File: config.mk
export PLATFORM = sky130hd
export DESIGN_NAME = canvas_pixel_sha256_hasher_core_flat
export DESIGN_NICKNAME = d
export VERILOG_FILES = /design/src/cph_pkg.sv /design/src/cph_if.sv /design/src/cph_datapath.sv /design/src/cph_ctrl.sv /design/src/canvas_pixel_sha256_hasher_core.sv /design/src/flat_wrapper.sv
export SDC_FILE = /design/constraint.sdc
export NUM_CORES = 2
export LEC_CHECK = 0
export ABC_AREA = 0
export BUFFER_PORTS_ARGS = -buffer_cell sky130_fd_sc_hd__buf_2
export CORE_UTILIZATION = 35
export CTS_CLUSTER_DIAMETER = 150
export DETAILED_ROUTE_END_ITERATION = 12
export HOLD_SLACK_MARGIN = 0.03
export PLACE_DENSITY_LB_ADDON = 0.25
export SKIP_CTS_REPAIR_TIMING = 1
export SYNTH_ARGS = -nofsm -noshare
export SYNTH_HDL_FRONTEND = slang
export SYNTH_HIERARCHICAL = 1
export SYNTH_SLANG_ARGS = --single-unit
File: constraint.sdc
create_clock -name clk -period 24 [get_ports clk]
set_clock_uncertainty 0.1 [all_clocks]
set_input_delay 4.8 -clock clk [delete_from_list [all_inputs] [get_ports clk]]
set_output_delay 4.8 -clock clk [all_outputs]
set_load 0.02 [all_outputs]
File: src/cph_pkg.sv
// Shared types, constants and tables for the canvas pixel SHA-256 hasher.
// No dependencies; imported by the controller, datapath and top level.
`default_nettype none
package cph_pkg;

  localparam int MAX_DIMENSION_BITS = 16;
  localparam logic [31:0] DIM_MASK = (MAX_DIMENSION_BITS >= 32) ? 32'hFFFF_FFFF :
                                     ((32'd1 << MAX_DIMENSION_BITS) - 32'd1);

  localparam logic [7:0] PAD_BYTE = 8'h80;

  // input function codes
  typedef enum logic [1:0] {
    FN_PREFIX = 2'd0,
    FN_PIXEL  = 2'd1,
    FN_FINISH = 2'd2
  } func_t;

  // configuration register indexes
  localparam logic REG_WIDTH  = 1'b0;
  localparam logic REG_HEIGHT = 1'b1;

  // where the next hashed byte comes from
  typedef enum logic [2:0] {
    SRC_PRE,
    SRC_HDR,
    SRC_PIX,
    SRC_P80,
    SRC_ZERO,
    SRC_LEN
  } byte_src_t;

  typedef struct packed {
    logic        load;     // latch input payload
    logic        feed;     // hash one byte
    byte_src_t   src;
    logic [2:0]  bidx;     // byte position within the source
    logic        round;    // one compression round
    logic [5:0]  rnd;
    logic        add;      // fold working vars into chain
    logic        restart;  // back to initial hash, length zero
    logic [1:0]  oidx;     // digest word selected for output
  } cph_cmd_t;

  typedef struct packed {
    logic [5:0] len_low;   // message length mod 64
  } cph_sts_t;

  localparam logic [31:0] IV_TAB [8] = '{
    32'h6a09e667, 32'hbb67ae85, 32'h3c6ef372, 32'ha54ff53a,
    32'h510e527f, 32'h9b05688c, 32'h1f83d9ab, 32'h5be0cd19
  };

  localparam logic [31:0] K_TAB [64] = '{
    32'h428a2f98, 32'h71374491, 32'hb5c0fbcf, 32'he9b5dba5,
    32'h3956c25b, 32'h59f111f1, 32'h923f82a4, 32'hab1c5ed5,
    32'hd807aa98, 32'h12835b01, 32'h243185be, 32'h550c7dc3,
    32'h72be5d74, 32'h80deb1fe, 32'h9bdc06a7, 32'hc19bf174,
    32'he49b69c1, 32'hefbe4786, 32'h0fc19dc6, 32'h240ca1cc,
    32'h2de92c6f, 32'h4a7484aa, 32'h5cb0a9dc, 32'h76f988da,
    32'h983e5152, 32'ha831c66d, 32'hb00327c8, 32'hbf597fc7,
    32'hc6e00bf3, 32'hd5a79147, 32'h06ca6351, 32'h14292967,
    32'h27b70a85, 32'h2e1b2138, 32'h4d2c6dfc, 32'h53380d13,
    32'h650a7354, 32'h766a0abb, 32'h81c2c92e, 32'h92722c85,
    32'ha2bfe8a1, 32'ha81a664b, 32'hc24b8b70, 32'hc76c51a3,
    32'hd192e819, 32'hd6990624, 32'hf40e3585, 32'h106aa070,
    32'h19a4c116, 32'h1e376c08, 32'h2748774c, 32'h34b0bcb5,
    32'h391c0cb3, 32'h4ed8aa4a, 32'h5b9cca4f, 32'h682e6ff3,
    32'h748f82ee, 32'h78a5636f, 32'h84c87814, 32'h8cc70208,
    32'h90befffa, 32'ha4506ceb, 32'hbef9a3f7, 32'hc67178f2
  };

endpackage
`default_nettype wire

File: src/cph_if.sv
// Channel interfaces of the hasher: input items, digest words, config writes.
// No dependencies.
`default_nettype none
interface cph_in_if;
  logic        valid;
  logic        ready;
  logic [1:0]  func;
  logic [7:0]  prefix_byte;
  logic [31:0] pixel_rgba;
  modport source (output valid, func, prefix_byte, pixel_rgba, input ready);
  modport sink   (input valid, func, prefix_byte, pixel_rgba, output ready);
endinterface

interface cph_out_if;
  logic        valid;
  logic        ready;
  logic [63:0] digest_word;
  logic [1:0]  word_index;
  logic        last_word;
  modport source (output valid, digest_word, word_index, last_word, input ready);
  modport sink   (input valid, digest_word, word_index, last_word, output ready);
endinterface

interface cph_cfg_if;
  logic        valid;
  logic        ready;
  logic        index;
  logic [15:0] data;
  modport source (output valid, index, data, input ready);
  modport sink   (input valid, index, data, output ready);
endinterface
`default_nettype wire

File: src/cph_datapath.sv
// Hasher datapath: byte assembly, message schedule, rounds, chain, length.
// Depends on cph_pkg; driven by cph_ctrl commands.
`default_nettype none
module cph_datapath import cph_pkg::*; (
  input  wire logic        clk,
  input  wire logic        rst_n,
  input  wire cph_cmd_t    cmd,
  output cph_sts_t         sts,
  input  wire logic        cfg_we,
  input  wire logic        cfg_index,
  input  wire logic [15:0] cfg_data,
  input  wire logic [7:0]  prefix_byte,
  input  wire logic [31:0] pixel_rgba,
  output logic [63:0]      digest_word
);

  function automatic logic [31:0] rotr(input logic [31:0] x, input int n);
    rotr = (x >> n) | (x << (32 - n));
  endfunction

  logic [15:0] width_r, height_r;
  logic [7:0]  pre_r;
  logic [31:0] pix_r;
  logic [63:0] len_r, bits_r;
  logic [23:0] acc_r;
  logic [31:0] w_r [16];
  logic [31:0] chain_r [8];
  logic [31:0] wk_r [8];

  logic [7:0]  byte_v;
  logic [31:0] dim_v;
  logic [31:0] t1, t2, wnew, s0, s1;

  assign sts.len_low = len_r[5:0];
  assign digest_word = {chain_r[{cmd.oidx, 1'b0}], chain_r[{cmd.oidx, 1'b1}]};

  // byte selection
  always_comb begin
    dim_v  = cmd.bidx[2] ? ({16'd0, height_r} & DIM_MASK) : ({16'd0, width_r} & DIM_MASK);
    byte_v = 8'd0;
    case (cmd.src)
      SRC_PRE: byte_v = pre_r;
      SRC_HDR: byte_v = dim_v[{cmd.bidx[1:0], 3'b000} +: 8];
      SRC_PIX: byte_v = pix_r[{cmd.bidx[1:0], 3'b000} +: 8];
      SRC_P80: byte_v = PAD_BYTE;
      SRC_LEN: byte_v = bits_r[{~cmd.bidx, 3'b000} +: 8];
      default: byte_v = 8'd0;
    endcase
  end

  // round logic
  always_comb begin
    t1 = wk_r[7] + (rotr(wk_r[4], 6) ^ rotr(wk_r[4], 11) ^ rotr(wk_r[4], 25))
       + ((wk_r[4] & wk_r[5]) ^ (~wk_r[4] & wk_r[6])) + K_TAB[cmd.rnd] + w_r[0];
    t2 = (rotr(wk_r[0], 2) ^ rotr(wk_r[0], 13) ^ rotr(wk_r[0], 22))
       + ((wk_r[0] & wk_r[1]) ^ (wk_r[0] & wk_r[2]) ^ (wk_r[1] & wk_r[2]));
    s0 = rotr(w_r[1], 7) ^ rotr(w_r[1], 18) ^ (w_r[1] >> 3);
    s1 = rotr(w_r[14], 17) ^ rotr(w_r[14], 19) ^ (w_r[14] >> 10);
    wnew = w_r[0] + s0 + w_r[9] + s1;
  end

  // config registers, length and chain
  always_ff @(posedge clk) begin
    if (!rst_n) begin
      width_r  <= 16'd0;
      height_r <= 16'd0;
      len_r    <= 64'd0;
      for (int i = 0; i < 8; i++) chain_r[i] <= IV_TAB[i];
    end else begin
      if (cfg_we && cfg_index == REG_WIDTH)  width_r  <= cfg_data;
      if (cfg_we && cfg_index == REG_HEIGHT) height_r <= cfg_data;
      if (cmd.feed) len_r <= len_r + 64'd1;
      if (cmd.add) begin
        for (int i = 0; i < 8; i++) chain_r[i] <= chain_r[i] + wk_r[i];
      end
      if (cmd.restart) begin
        len_r <= 64'd0;
        for (int i = 0; i < 8; i++) chain_r[i] <= IV_TAB[i];
      end
    end
  end

  // payload: input latch, schedule, working variables
  always_ff @(posedge clk) begin
    if (cmd.load) begin
      pre_r <= prefix_byte;
      pix_r <= (pixel_rgba[31:24] == 8'd0) ? 32'd0 : pixel_rgba;
    end
    if (cmd.feed) begin
      acc_r <= {acc_r[15:0], byte_v};
      if (cmd.src == SRC_P80) bits_r <= {len_r[60:0], 3'b000};
      if (len_r[1:0] == 2'd3) begin
        for (int i = 0; i < 15; i++) w_r[i] <= w_r[i + 1];
        w_r[15] <= {acc_r, byte_v};
      end
      // block completes with this byte: start a compression
      if (len_r[5:0] == 6'd63) begin
        for (int i = 0; i < 8; i++) wk_r[i] <= chain_r[i];
      end
    end
    if (cmd.round) begin
      for (int i = 0; i < 15; i++) w_r[i] <= w_r[i + 1];
      w_r[15] <= wnew;
      wk_r[7] <= wk_r[6];
      wk_r[6] <= wk_r[5];
      wk_r[5] <= wk_r[4];
      wk_r[4] <= wk_r[3] + t1;
      wk_r[3] <= wk_r[2];
      wk_r[2] <= wk_r[1];
      wk_r[1] <= wk_r[0];
      wk_r[0] <= t1 + t2;
    end
  end

endmodule
`default_nettype wire

File: src/cph_ctrl.sv
// Hasher controller: sequences bytes, compression rounds and digest output.
// Depends on cph_pkg; commands cph_datapath.
`default_nettype none
module cph_ctrl import cph_pkg::*; (
  input  wire logic       clk,
  input  wire logic       rst_n,
  input  wire logic       in_valid,
  input  wire logic [1:0] in_func,
  output logic            in_ready,
  output logic            out_valid,
  input  wire logic       out_ready,
  output logic [1:0]      word_index,
  output logic            last_word,
  input  wire cph_sts_t   sts,
  output cph_cmd_t        cmd
);

  typedef enum logic [2:0] {S_IDLE, S_FEED, S_COMP, S_ADD, S_OUT} state_t;
  typedef enum logic [2:0] {
    PH_PRE, PH_HDR, PH_PIX, PH_PAD80, PH_PADZ, PH_LEN, PH_END, PH_EMIT
  } phase_t;

  state_t     state_r, state_nxt;
  phase_t     phase_r, phase_nxt, ap;
  logic [2:0] cnt_r, cnt_nxt, ac;
  logic [5:0] rnd_r, rnd_nxt;
  logic [1:0] oidx_r, oidx_nxt;
  logic       hdr_r, hdr_nxt, pix_r, pix_nxt;
  state_t     disp;

  assign in_ready   = (state_r == S_IDLE);
  assign out_valid  = (state_r == S_OUT);
  assign word_index = oidx_r;
  assign last_word  = (oidx_r == 2'd3);

  // command decode
  always_comb begin
    cmd.load    = in_valid && in_ready;
    cmd.feed    = (state_r == S_FEED);
    cmd.bidx    = cnt_r;
    cmd.round   = (state_r == S_COMP);
    cmd.rnd     = rnd_r;
    cmd.add     = (state_r == S_ADD);
    cmd.restart = out_valid && out_ready && last_word;
    cmd.oidx    = oidx_r;
    unique case (phase_r)
      PH_PRE:   cmd.src = SRC_PRE;
      PH_HDR:   cmd.src = SRC_HDR;
      PH_PIX:   cmd.src = SRC_PIX;
      PH_PAD80: cmd.src = SRC_P80;
      PH_LEN:   cmd.src = SRC_LEN;
      default:  cmd.src = SRC_ZERO;
    endcase
  end

  // next phase after the byte being fed
  always_comb begin
    ap      = phase_r;
    ac      = cnt_r + 3'd1;
    hdr_nxt = hdr_r;
    unique case (phase_r)
      PH_PRE: ap = PH_END;
      PH_HDR: if (cnt_r == 3'd7) begin
        ap      = pix_r ? PH_PIX : PH_PAD80;
        ac      = 3'd0;
        hdr_nxt = (state_r == S_FEED) ? 1'b1 : hdr_r;
      end
      PH_PIX: if (cnt_r == 3'd3) ap = PH_END;
      PH_PAD80, PH_PADZ: begin
        ap = (sts.len_low == 6'd55) ? PH_LEN : PH_PADZ;
        ac = 3'd0;
      end
      PH_LEN: if (cnt_r == 3'd7) ap = PH_EMIT;
      default: ap = phase_r;
    endcase
  end

  // sequencing
  always_comb begin
    state_nxt = state_r;
    phase_nxt = phase_r;
    cnt_nxt   = cnt_r;
    rnd_nxt   = rnd_r;
    oidx_nxt  = oidx_r;
    pix_nxt   = pix_r;
    unique case (state_r == S_FEED ? ap : phase_r)
      PH_END:  disp = S_IDLE;
      PH_EMIT: disp = S_OUT;
      default: disp = S_FEED;
    endcase
    unique case (state_r)
      S_IDLE: if (in_valid) begin
        cnt_nxt  = 3'd0;
        oidx_nxt = 2'd0;
        pix_nxt  = (in_func == FN_PIXEL);
        case (in_func)
          FN_PREFIX: begin phase_nxt = PH_PRE; state_nxt = S_FEED; end
          FN_PIXEL:  begin phase_nxt = hdr_r ? PH_PIX : PH_HDR; state_nxt = S_FEED; end
          FN_FINISH: begin phase_nxt = hdr_r ? PH_PAD80 : PH_HDR; state_nxt = S_FEED; end
          default:   state_nxt = S_IDLE;
        endcase
      end
      S_FEED: begin
        phase_nxt = ap;
        cnt_nxt   = ac;
        rnd_nxt   = 6'd0;
        state_nxt = (sts.len_low == 6'd63) ? S_COMP : disp;
      end
      S_COMP: begin
        rnd_nxt = rnd_r + 6'd1;
        if (rnd_r == 6'd63) state_nxt = S_ADD;
      end
      S_ADD: state_nxt = disp;
      S_OUT: if (out_ready) begin
        oidx_nxt = oidx_r + 2'd1;
        if (last_word) state_nxt = S_IDLE;
      end
      default: state_nxt = S_IDLE;
    endcase
  end

  always_ff @(posedge clk) begin
    if (!rst_n) begin
      state_r <= S_IDLE;
      phase_r <= PH_END;
      cnt_r   <= 3'd0;
      rnd_r   <= 6'd0;
      oidx_r  <= 2'd0;
      hdr_r   <= 1'b0;
      pix_r   <= 1'b0;
    end else begin
      state_r <= state_nxt;
      phase_r <= phase_nxt;
      cnt_r   <= cnt_nxt;
      rnd_r   <= rnd_nxt;
      oidx_r  <= oidx_nxt;
      pix_r   <= pix_nxt;
      hdr_r   <= cmd.restart ? 1'b0 : hdr_nxt;
    end
  end

endmodule
`default_nettype wire

File: src/canvas_pixel_sha256_hasher_core.sv
// Items: each accepted item hashes its bytes one per cycle (prefix 1, pixel 4, header 8
// once); each completed 64-byte block then pauses feeding for 64 rounds and one fold.
// Flow: one item at a time; no new item is accepted until the current one is done.
// Finish: padding bytes, one or two blocks, then four digest words, one per accepted cycle.
// Reset (rst_n low, synchronous): width/height zero, chain at initial hash, length zero.
`default_nettype none
module canvas_pixel_sha256_hasher_core import cph_pkg::*; (
  input  wire logic clk,
  input  wire logic rst_n,
  cph_in_if.sink    in_s,
  cph_out_if.source out_s,
  cph_cfg_if.sink   cfg_s
);

  cph_cmd_t cmd;
  cph_sts_t sts;

  assign cfg_s.ready = 1'b1;

  cph_ctrl u_ctrl (
    .clk        (clk),
    .rst_n      (rst_n),
    .in_valid   (in_s.valid),
    .in_func    (in_s.func),
    .in_ready   (in_s.ready),
    .out_valid  (out_s.valid),
    .out_ready  (out_s.ready),
    .word_index (out_s.word_index),
    .last_word  (out_s.last_word),
    .sts        (sts),
    .cmd        (cmd)
  );

  cph_datapath u_dp (
    .clk         (clk),
    .rst_n       (rst_n),
    .cmd         (cmd),
    .sts         (sts),
    .cfg_we      (cfg_s.valid),
    .cfg_index   (cfg_s.index),
    .cfg_data    (cfg_s.data),
    .prefix_byte (in_s.prefix_byte),
    .pixel_rgba  (in_s.pixel_rgba),
    .digest_word (out_s.digest_word)
  );

endmodule
`default_nettype wire

File: src/flat_wrapper.sv
// flat-port wrapper written by rule: the top's interface ports become plain ports
module canvas_pixel_sha256_hasher_core_flat import cph_pkg::*;
  (clk, rst_n, in_s_valid, in_s_func, in_s_prefix_byte, in_s_pixel_rgba, in_s_ready, out_s_valid, out_s_digest_word, out_s_word_index, out_s_last_word, out_s_ready, cfg_s_valid, cfg_s_index, cfg_s_data, cfg_s_ready);
  cph_in_if in_s_i ();
  cph_out_if out_s_i ();
  cph_cfg_if cfg_s_i ();
  input  wire logic clk;
  input  wire logic rst_n;
  input wire logic [$bits(in_s_i.valid)-1:0] in_s_valid;
  input wire logic [$bits(in_s_i.func)-1:0] in_s_func;
  input wire logic [$bits(in_s_i.prefix_byte)-1:0] in_s_prefix_byte;
  input wire logic [$bits(in_s_i.pixel_rgba)-1:0] in_s_pixel_rgba;
  output wire logic [$bits(in_s_i.ready)-1:0] in_s_ready;
  output wire logic [$bits(out_s_i.valid)-1:0] out_s_valid;
  output wire logic [$bits(out_s_i.digest_word)-1:0] out_s_digest_word;
  output wire logic [$bits(out_s_i.word_index)-1:0] out_s_word_index;
  output wire logic [$bits(out_s_i.last_word)-1:0] out_s_last_word;
  input wire logic [$bits(out_s_i.ready)-1:0] out_s_ready;
  input wire logic [$bits(cfg_s_i.valid)-1:0] cfg_s_valid;
  input wire logic [$bits(cfg_s_i.index)-1:0] cfg_s_index;
  input wire logic [$bits(cfg_s_i.data)-1:0] cfg_s_data;
  output wire logic [$bits(cfg_s_i.ready)-1:0] cfg_s_ready;
  assign in_s_i.valid = in_s_valid;
  assign in_s_i.func = in_s_func;
  assign in_s_i.prefix_byte = in_s_prefix_byte;
  assign in_s_i.pixel_rgba = in_s_pixel_rgba;
  assign in_s_ready = in_s_i.ready;
  assign out_s_valid = out_s_i.valid;
  assign out_s_digest_word = out_s_i.digest_word;
  assign out_s_word_index = out_s_i.word_index;
  assign out_s_last_word = out_s_i.last_word;
  assign out_s_i.ready = out_s_ready;
  assign cfg_s_i.valid = cfg_s_valid;
  assign cfg_s_i.index = cfg_s_index;
  assign cfg_s_i.data = cfg_s_data;
  assign cfg_s_ready = cfg_s_i.ready;
  canvas_pixel_sha256_hasher_core u_core (.clk(clk), .rst_n(rst_n), .in_s(in_s_i), .out_s(out_s_i), .cfg_s(cfg_s_i));
endmodule
Word level (Yosys, flattened, before mapping)
Memories as Yosys holds them, arrays and structs flattened. A register that Yosys moved wholly into a read port is not among the register bits.
Cells that the tools add are included.
{ "op_classes": {"shift": 3, "add_sub_neg": 22, "muxes": 92, "bitwise_logic": 71, "reduce_logical": 23, "n_lt_le_gt_ge": 1, "n_eq_ne": 29} }
{ "op_table": {"columns": ["cell", "count"], "rows": [
  ["$mux W32", 42],
  ["$add A32 B32 Y32", 18],
  ["$xor A32 B32 Y32", 9],
  ["$and A32 B32 Y32", 5],
  ["$add A64 B1 Y64 const B", 1],
  ["$shiftx A32 B6 Y8", 2],
  ["$shiftx A64 B7 Y8", 1],
  ["$mux W3", 16],
  ["$pmux W3 S5", 3],
  ["$or A1 B1 Y1", 40],
  ["$pmux W8 S5", 1],
  ["$not A32 Y32", 1],
  ["$or A10 B32 Y32", 1],
  ["$or A13 B32 Y32", 1],
  ["$or A14 B32 Y32", 1],
  ["$or A15 B32 Y32", 1],
  ["$or A19 B32 Y32", 1],
  ["$or A21 B32 Y32", 1],
  ["$or A25 B32 Y32", 1],
  ["$or A26 B32 Y32", 1],
  ["$or A30 B32 Y32", 1],
  ["$or A7 B32 Y32", 1],
  ["$xor A32 B22 Y32", 1],
  ["$xor A32 B29 Y32", 1],
  ["33 further kinds", 90]
]} }
{ "totals": {"ram_bits": 1024, "word_cells": 259, "output_inout_bits": 70, "regBits": 240, "inputBits": 64, "mem_count": 4, "mem_bits_ro": 2048} }
{ "memory_table": {"columns": ["memory", "words", "word_bits", "read_ports", "rd_ports_with_merged_regs", "wr", "line_no", "source"], "rows": [
  ["(name not given)", 64, 32, 1, 0, 0, "cph_datapath.sv:54", "+ ((wk_r[4] & wk_r[5]) ^ (~wk_r[4] & wk_r[6])) + K_TAB[cmd.rnd] + w_r[0];"],
  ["u_core.u_dp.w_r", 16, 32, 16, 0, 16, "cph_datapath.sv:26", "logic [31:0] w_r [16];"],
  ["u_core.u_dp.chain_r", 8, 32, 10, 2, 8, "cph_datapath.sv:27", "logic [31:0] chain_r [8];"],
  ["u_core.u_dp.wk_r", 8, 32, 8, 0, 8, "cph_datapath.sv:28", "logic [31:0] wk_r [8];"]
]} }

Longest topological paths before layout
An unclocked memory read counts as a cell.
{ "depth": {"ltp_word": 10, "depth_mapped": 42, "mapped_depth_nobuf": 41} }

Modules after synthesis
Netlist, hierarchy kept.
{ "by_module_without_submodules": {"columns": ["mod", "n_inst", "seq_area_each_um2", "area_per_inst_um2", "cells_per_inst"], "rows": [
  ["cph_datapath", 1, 35083.6, 72711.0, 6314],
  ["cph_ctrl", 1, 380.4, 1234.9, 154],
  ["canvas_pixel_sha256_hasher_core", 1, 0.0, 11.3, 2]
]} }

Least setup slack after synthesis
No wires, ideal clock.
{ "synth_timing": {"kind": "reg2reg", "start": "register u_core.u_ctrl.state_r[2]", "end": "memory u_core.u_dp.w_r[0][0] (enable)", "period_less_slack_ns": 15.126, "slack_ns": 8.874, "path_buffers": 5, "path_stages_with_launch": 9, "setup_time_ns": 0.971, "arrival_time_ns": 14.055, "t_required_ns": 22.929, "cell_sequence": "dfxtp_1 buf_6 or3b_4 buf_6 inv_1 clkbuf_1 clkbuf_1 clkbuf_1 nand2b_1"} }
{ "synth_lines": {"columns": ["element", "line_no", "source"], "rows": [
  ["start: declaration", "cph_ctrl.sv:23", "state_t state_r, state_nxt;"],
  ["start signal: assignment", "cph_ctrl.sv:132", "state_r <= state_nxt;"],
  ["end: declaration", "cph_datapath.sv:26", null]
]} }

==> metrics list <==
- Outcome: completed
- Ys async rst share: 0%
- Buffers placed on the I/O ports in this run total 132.
- Data arrival time of the critical path: 11.04 ns
* Half-perimeter wire length of the detailed placement result: ~180,000 um
- Maximum number of pins on one net before global-route repair: ~140
- The post-route netlist has between 10% and 20% of its cells at a drive strength greater than 1.
- Leakage power figure: 29.6 nW
- Summed over all layers, the routed wires come to about 230,000 um.
- Synthesis produced a netlist with a net count of 7,125.
* Layout Nets: 7,193
- The setup path with the least slack is of type reg -> reg.
- Number of cells on the worst hold path: 0
- Setup repair after global routing left no endpoint under its margin.
- Remaining Overflow, GRT: 0
- Final setup slack of the worst path: approximately 13 ns
* Htree depth: 4
- Data required time at the worst endpoint: 24.46 ns
- Pins over their slew limit: 0
* CTS tree: yes
* CP endpoint kind: register
* Yosys cell types: 95
* Clock sink count: 1,261
- FF-to-FF End: u_core/u_dp/wk_r[0][31]
- Clock-pin slew on the worst setup and hold paths: about 0.060 ns
- Category of the worst setup path launch point: register
- Power spread over the standard cell area amounts to a little under 60 nW/um2.
* Number of buffers inserted during clock tree synthesis: about 150
- Setup violations remaining at the end of the flow were counted as 0.
- Detailed routing inserted a total of 51,900 vias.
- First-pass GRT wire length: approximately 340,000 um
- Final weighted congestion in routability-driven placement: roughly 0.94
* Number of DRC violations after detailed routing: 0
* Delay contributed by the slowest stage of the critical path: 0.60 ns
* Post-Route Setup TNS: 0 ns
* Std-Cell Rows: roughly 170
- Setup slack on the worst reg-to-reg path comes out at between 10 and 15 ns.
- A synthesized cell averages approximately 11 um2.
* Worst skew pair latency: 0.81 ns
* Number of nets with antenna violations after detailed routing: 0
- No sink is reached through more buffers than the 3 on the longest clock path.
* Chip height: about 460 um
* Number of ports placed on the die boundary: around 130
- Primary FF master, synth: sky130_fd_sc_hd__edfxtp_1
- The synthesized netlist occupies a cell area of around 74,000 um2.
* Vias in the first global route: roughly 50,000
- The Yosys step of the flow raised 6 warnings.
- The initial antenna violation count came to 22.
- Before CTS, the worst setup slack after placement is roughly 13 ns.
* Leading cell types in the layout, fill and taps excluded: sky130_fd_sc_hd__edfxtp_1, sky130_fd_sc_hd__nor2_1, sky130_fd_sc_hd__nand2_1
- Largest driver fanout on the critical path: 68
- In this run the most critical hold path is launched from u_core/u_dp/w_r[3][28].
- Leaving out fill and tap cells, the most frequent cell in the layout is sky130_fd_sc_hd__edfxtp_1.
- Post-Syn Instances: 6,470
- At the pin with the least slew margin, the transition time is roughly 1.1 ns.
- The die is around 460 um wide.
- Hold timing on the final database bottoms out at a slack of between 0.2 and 0.3 ns.
* Peak Freq: 0.0945 GHz
- Worst max-slew margin expressed relative to the limit: roughly a quarter
* Wire length per cell after detailed routing: roughly 25 um
* First DRT Iteration DRCs: about 4,800
* Share of the clock period used by the worst path after layout: 44.1%
- The path class of the tightest hold or removal check is reg -> reg.
* Tmin final: approximately 11 ns
- Final-layout fill cell count: a little over 20,000
* Share of the yosys chip area belonging to registers: 48.0%
- The floorplan step defined a die boundary enclosing between 200,000 and 250,000 um2.
* Root buffer selected by CTS: sky130_fd_sc_hd__clkbuf_16
- Area added between synthesis and finish: 11.7%
- Max rail drop VDD: about 0.000071 V
- Across the run, the number of max-cap violations was 0.
* Core ar.: roughly 210,000 um2
- Number of cell instances on the worst register-to-register path: 40
- Yosys mapped a number of flops with a built-in enable equal to around 1,000.
- The first TritonRoute pass finished after 8 iterations.
* Slowest library cell on the worst path: sky130_fd_sc_hd__fa_1
* Worst-case hold path end point: u_core/u_dp/w_r[2][28]
- Global routing used between 20% and 30% of the available tracks across all layers.
* Post-synthesis sequential element count: around 1,300
- Number of hold violations in the final report: 0
* Detailed-route vias per instance: 5.47
* Crit Reg-Reg Startpoint: u_core/u_ctrl/rnd_r[2]
- For this configuration, the core starts out at a cell density of about a third.
## flip-flops by register name, summed over array words and instances (netlist names), 6 cells and up
| signal | cells |
|---|---|
| u_core/u_dp/w_r | 512 |
| u_core/u_dp/chain_r | 256 |
| u_core/u_dp/wk_r | 256 |
| u_core/u_dp/bits_r | 61 |
| u_core/u_dp/len_r | 61 |
| u_core/u_dp/pix_r | 32 |
| u_core/u_dp/acc_r | 24 |
| u_core/u_dp/height_r | 16 |
| u_core/u_dp/width_r | 16 |
| u_core/u_dp/pre_r | 8 |
| u_core/u_ctrl/rnd_r | 6 |
## stage by stage
| step | power, mW | cell area [um2] | cells | util [%] |
|---|---|---|---|---|
| finish | 4.77 | 82600 | 9476 | 39.4 |
| global route | 4.92 | 82600 | 9469 | 39.4 |
| CTS | 4.83 | 82600 | 9468 | 39.4 |
| detailed placement | 2.53 | 77600 | 9192 | 37.0 |
| global placement | 2.53 | 77600 | 9192 | 37.0 |
| floorplan | 2.49 | 74000 | 6470 | - |
## power by group
group / internal, mW / switching [mW] / leakage, nW
sequential: 2.35 / 0.0121 / 11.0
combinational: 0.0419 / 0.0729 / 16.1
clock: 1.32 / 0.969 / 2.41
total: 3.72 / 1.05 / 29.6
## metal layers
metal  wire (um)  vias up  track usage, %
li1            -    23700               -
met1      105000    26000            30.1
met2      106000     1845            34.1
met3       14700      360            3.12
met4        8730       10            7.95
met5          65        -               0
## layout make-up
class                           instances  area (um2)  area share [%]
Tap cell                             2805        3510            4.25
Clock inverter                         76         890            1.08
Clock buffer                          200        4050            4.91
Inverter                              349        1320            1.60
Sequential cell                      1261       35500            43.0
Timing Repair Buffer                  202        1200            1.45
Multi-Input combinational cell       4575       36100            43.7
Antenna cell                            8        20.0          0.0242
## worst max-delay path by stage
| stage | cells after the start | to | slack (ns) | startpoint |
|---|---|---|---|---|
| after floorplan | 8 | u_core/u_dp/w_r[0][0] | 8.87 | u_core/u_ctrl/state_r[2] |
| after global placement | 34 | u_core/u_dp/wk_r[0][158] | 13.51 | u_core/u_ctrl/rnd_r[2] |
| after global routing | 40 | u_core/u_dp/wk_r[0][31] | 12.73 | u_core/u_ctrl/rnd_r[2] |
| after detailed placement | 34 | u_core/u_dp/wk_r[0][158] | 13.40 | u_core/u_ctrl/rnd_r[2] |
| after CTS | 34 | u_core/u_dp/wk_r[0][158] | 13.40 | u_core/u_ctrl/rnd_r[2] |
| final | 40 | u_core/u_dp/wk_r[0][31] | 13.42 | u_core/u_ctrl/rnd_r[2] |
## kinds of logic after synthesis
| family | Yosys count | synth area share, % |
|---|---|---|
| AOI/OAI and AO/OA | 1408 | 12.0 |
| xor gates and xnor gates | 621 | 7.37 |
| adders and majority gates | 595 | 12.0 |
| buffers and inverters | 634 | 3.29 |
| DFF | 1261 | 48.0 |
| muxes | 435 | 7.89 |
| other | 1 | 0.00507 |
| and+or+nand+nor | 1515 | 9.48 |
## cells in the mapped netlist, types with 11 or more instances
master                     number  area, um2
sky130_fd_sc_hd__xor2_1       204       1790
sky130_fd_sc_hd__a211oi_1      49        368
sky130_fd_sc_hd__a31oi_1       46        288
sky130_fd_sc_hd__mux2_2       263       2960
sky130_fd_sc_hd__o22ai_1       20        125
sky130_fd_sc_hd__inv_1        346       1300
sky130_fd_sc_hd__a311oi_1      19        166
sky130_fd_sc_hd__nand2_1      459       1720
sky130_fd_sc_hd__nor4_1        18        113
sky130_fd_sc_hd__fa_1         195       3900
sky130_fd_sc_hd__a21boi_1      12       90.1
sky130_fd_sc_hd__o21bai_1      45        338
sky130_fd_sc_hd__dfxtp_1      240       4800
sky130_fd_sc_hd__nand3_1      105        526
sky130_fd_sc_hd__and2_1        43        269
sky130_fd_sc_hd__a21o_1       177       1330
sky130_fd_sc_hd__mux2i_1       78        781
sky130_fd_sc_hd__o21ai_1       88        440
sky130_fd_sc_hd__buf_1         37        139
sky130_fd_sc_hd__o211ai_1      22        165
sky130_fd_sc_hd__o21ai_0      231       1160
sky130_fd_sc_hd__o31ai_1       31        233
sky130_fd_sc_hd__or2_2         17        106
sky130_fd_sc_hd__nor3b_1       11       82.6
sky130_fd_sc_hd__nand4_1       37        231
sky130_fd_sc_hd__edfxtp_1    1021      30700
sky130_fd_sc_hd__ha_1         396       4950
sky130_fd_sc_hd__nor2b_1       73        457
sky130_fd_sc_hd__o21a_1        56        420
sky130_fd_sc_hd__xnor2_1      416       3640
sky130_fd_sc_hd__or3_1         35        219
sky130_fd_sc_hd__a21boi_0      36        270
sky130_fd_sc_hd__clkbuf_1     235        882
sky130_fd_sc_hd__a21oi_1      440       2200
sky130_fd_sc_hd__nand2b_1      66        413
sky130_fd_sc_hd__a211o_1       11       96.3
sky130_fd_sc_hd__nor2_1       465       1750
sky130_fd_sc_hd__mux4_2        92       2070
sky130_fd_sc_hd__nor3_1        95        475
sky130_fd_sc_hd__and3_1        49        307
## critical path, delay by kind of cell (launching register included)
family / cells / cell delay (ns)
AOI/OAI and AO/OA: 15 / 3.66
adders and majority gates: 7 / 2.79
buffers and inverters: 7 / 1.31
and+or+nand+nor: 7 / 1.30
xor gates and xnor gates: 3 / 0.54
DFF: 1 / 0.31
muxes: 1 / 0.28
(Power assumes the default switching activity.)
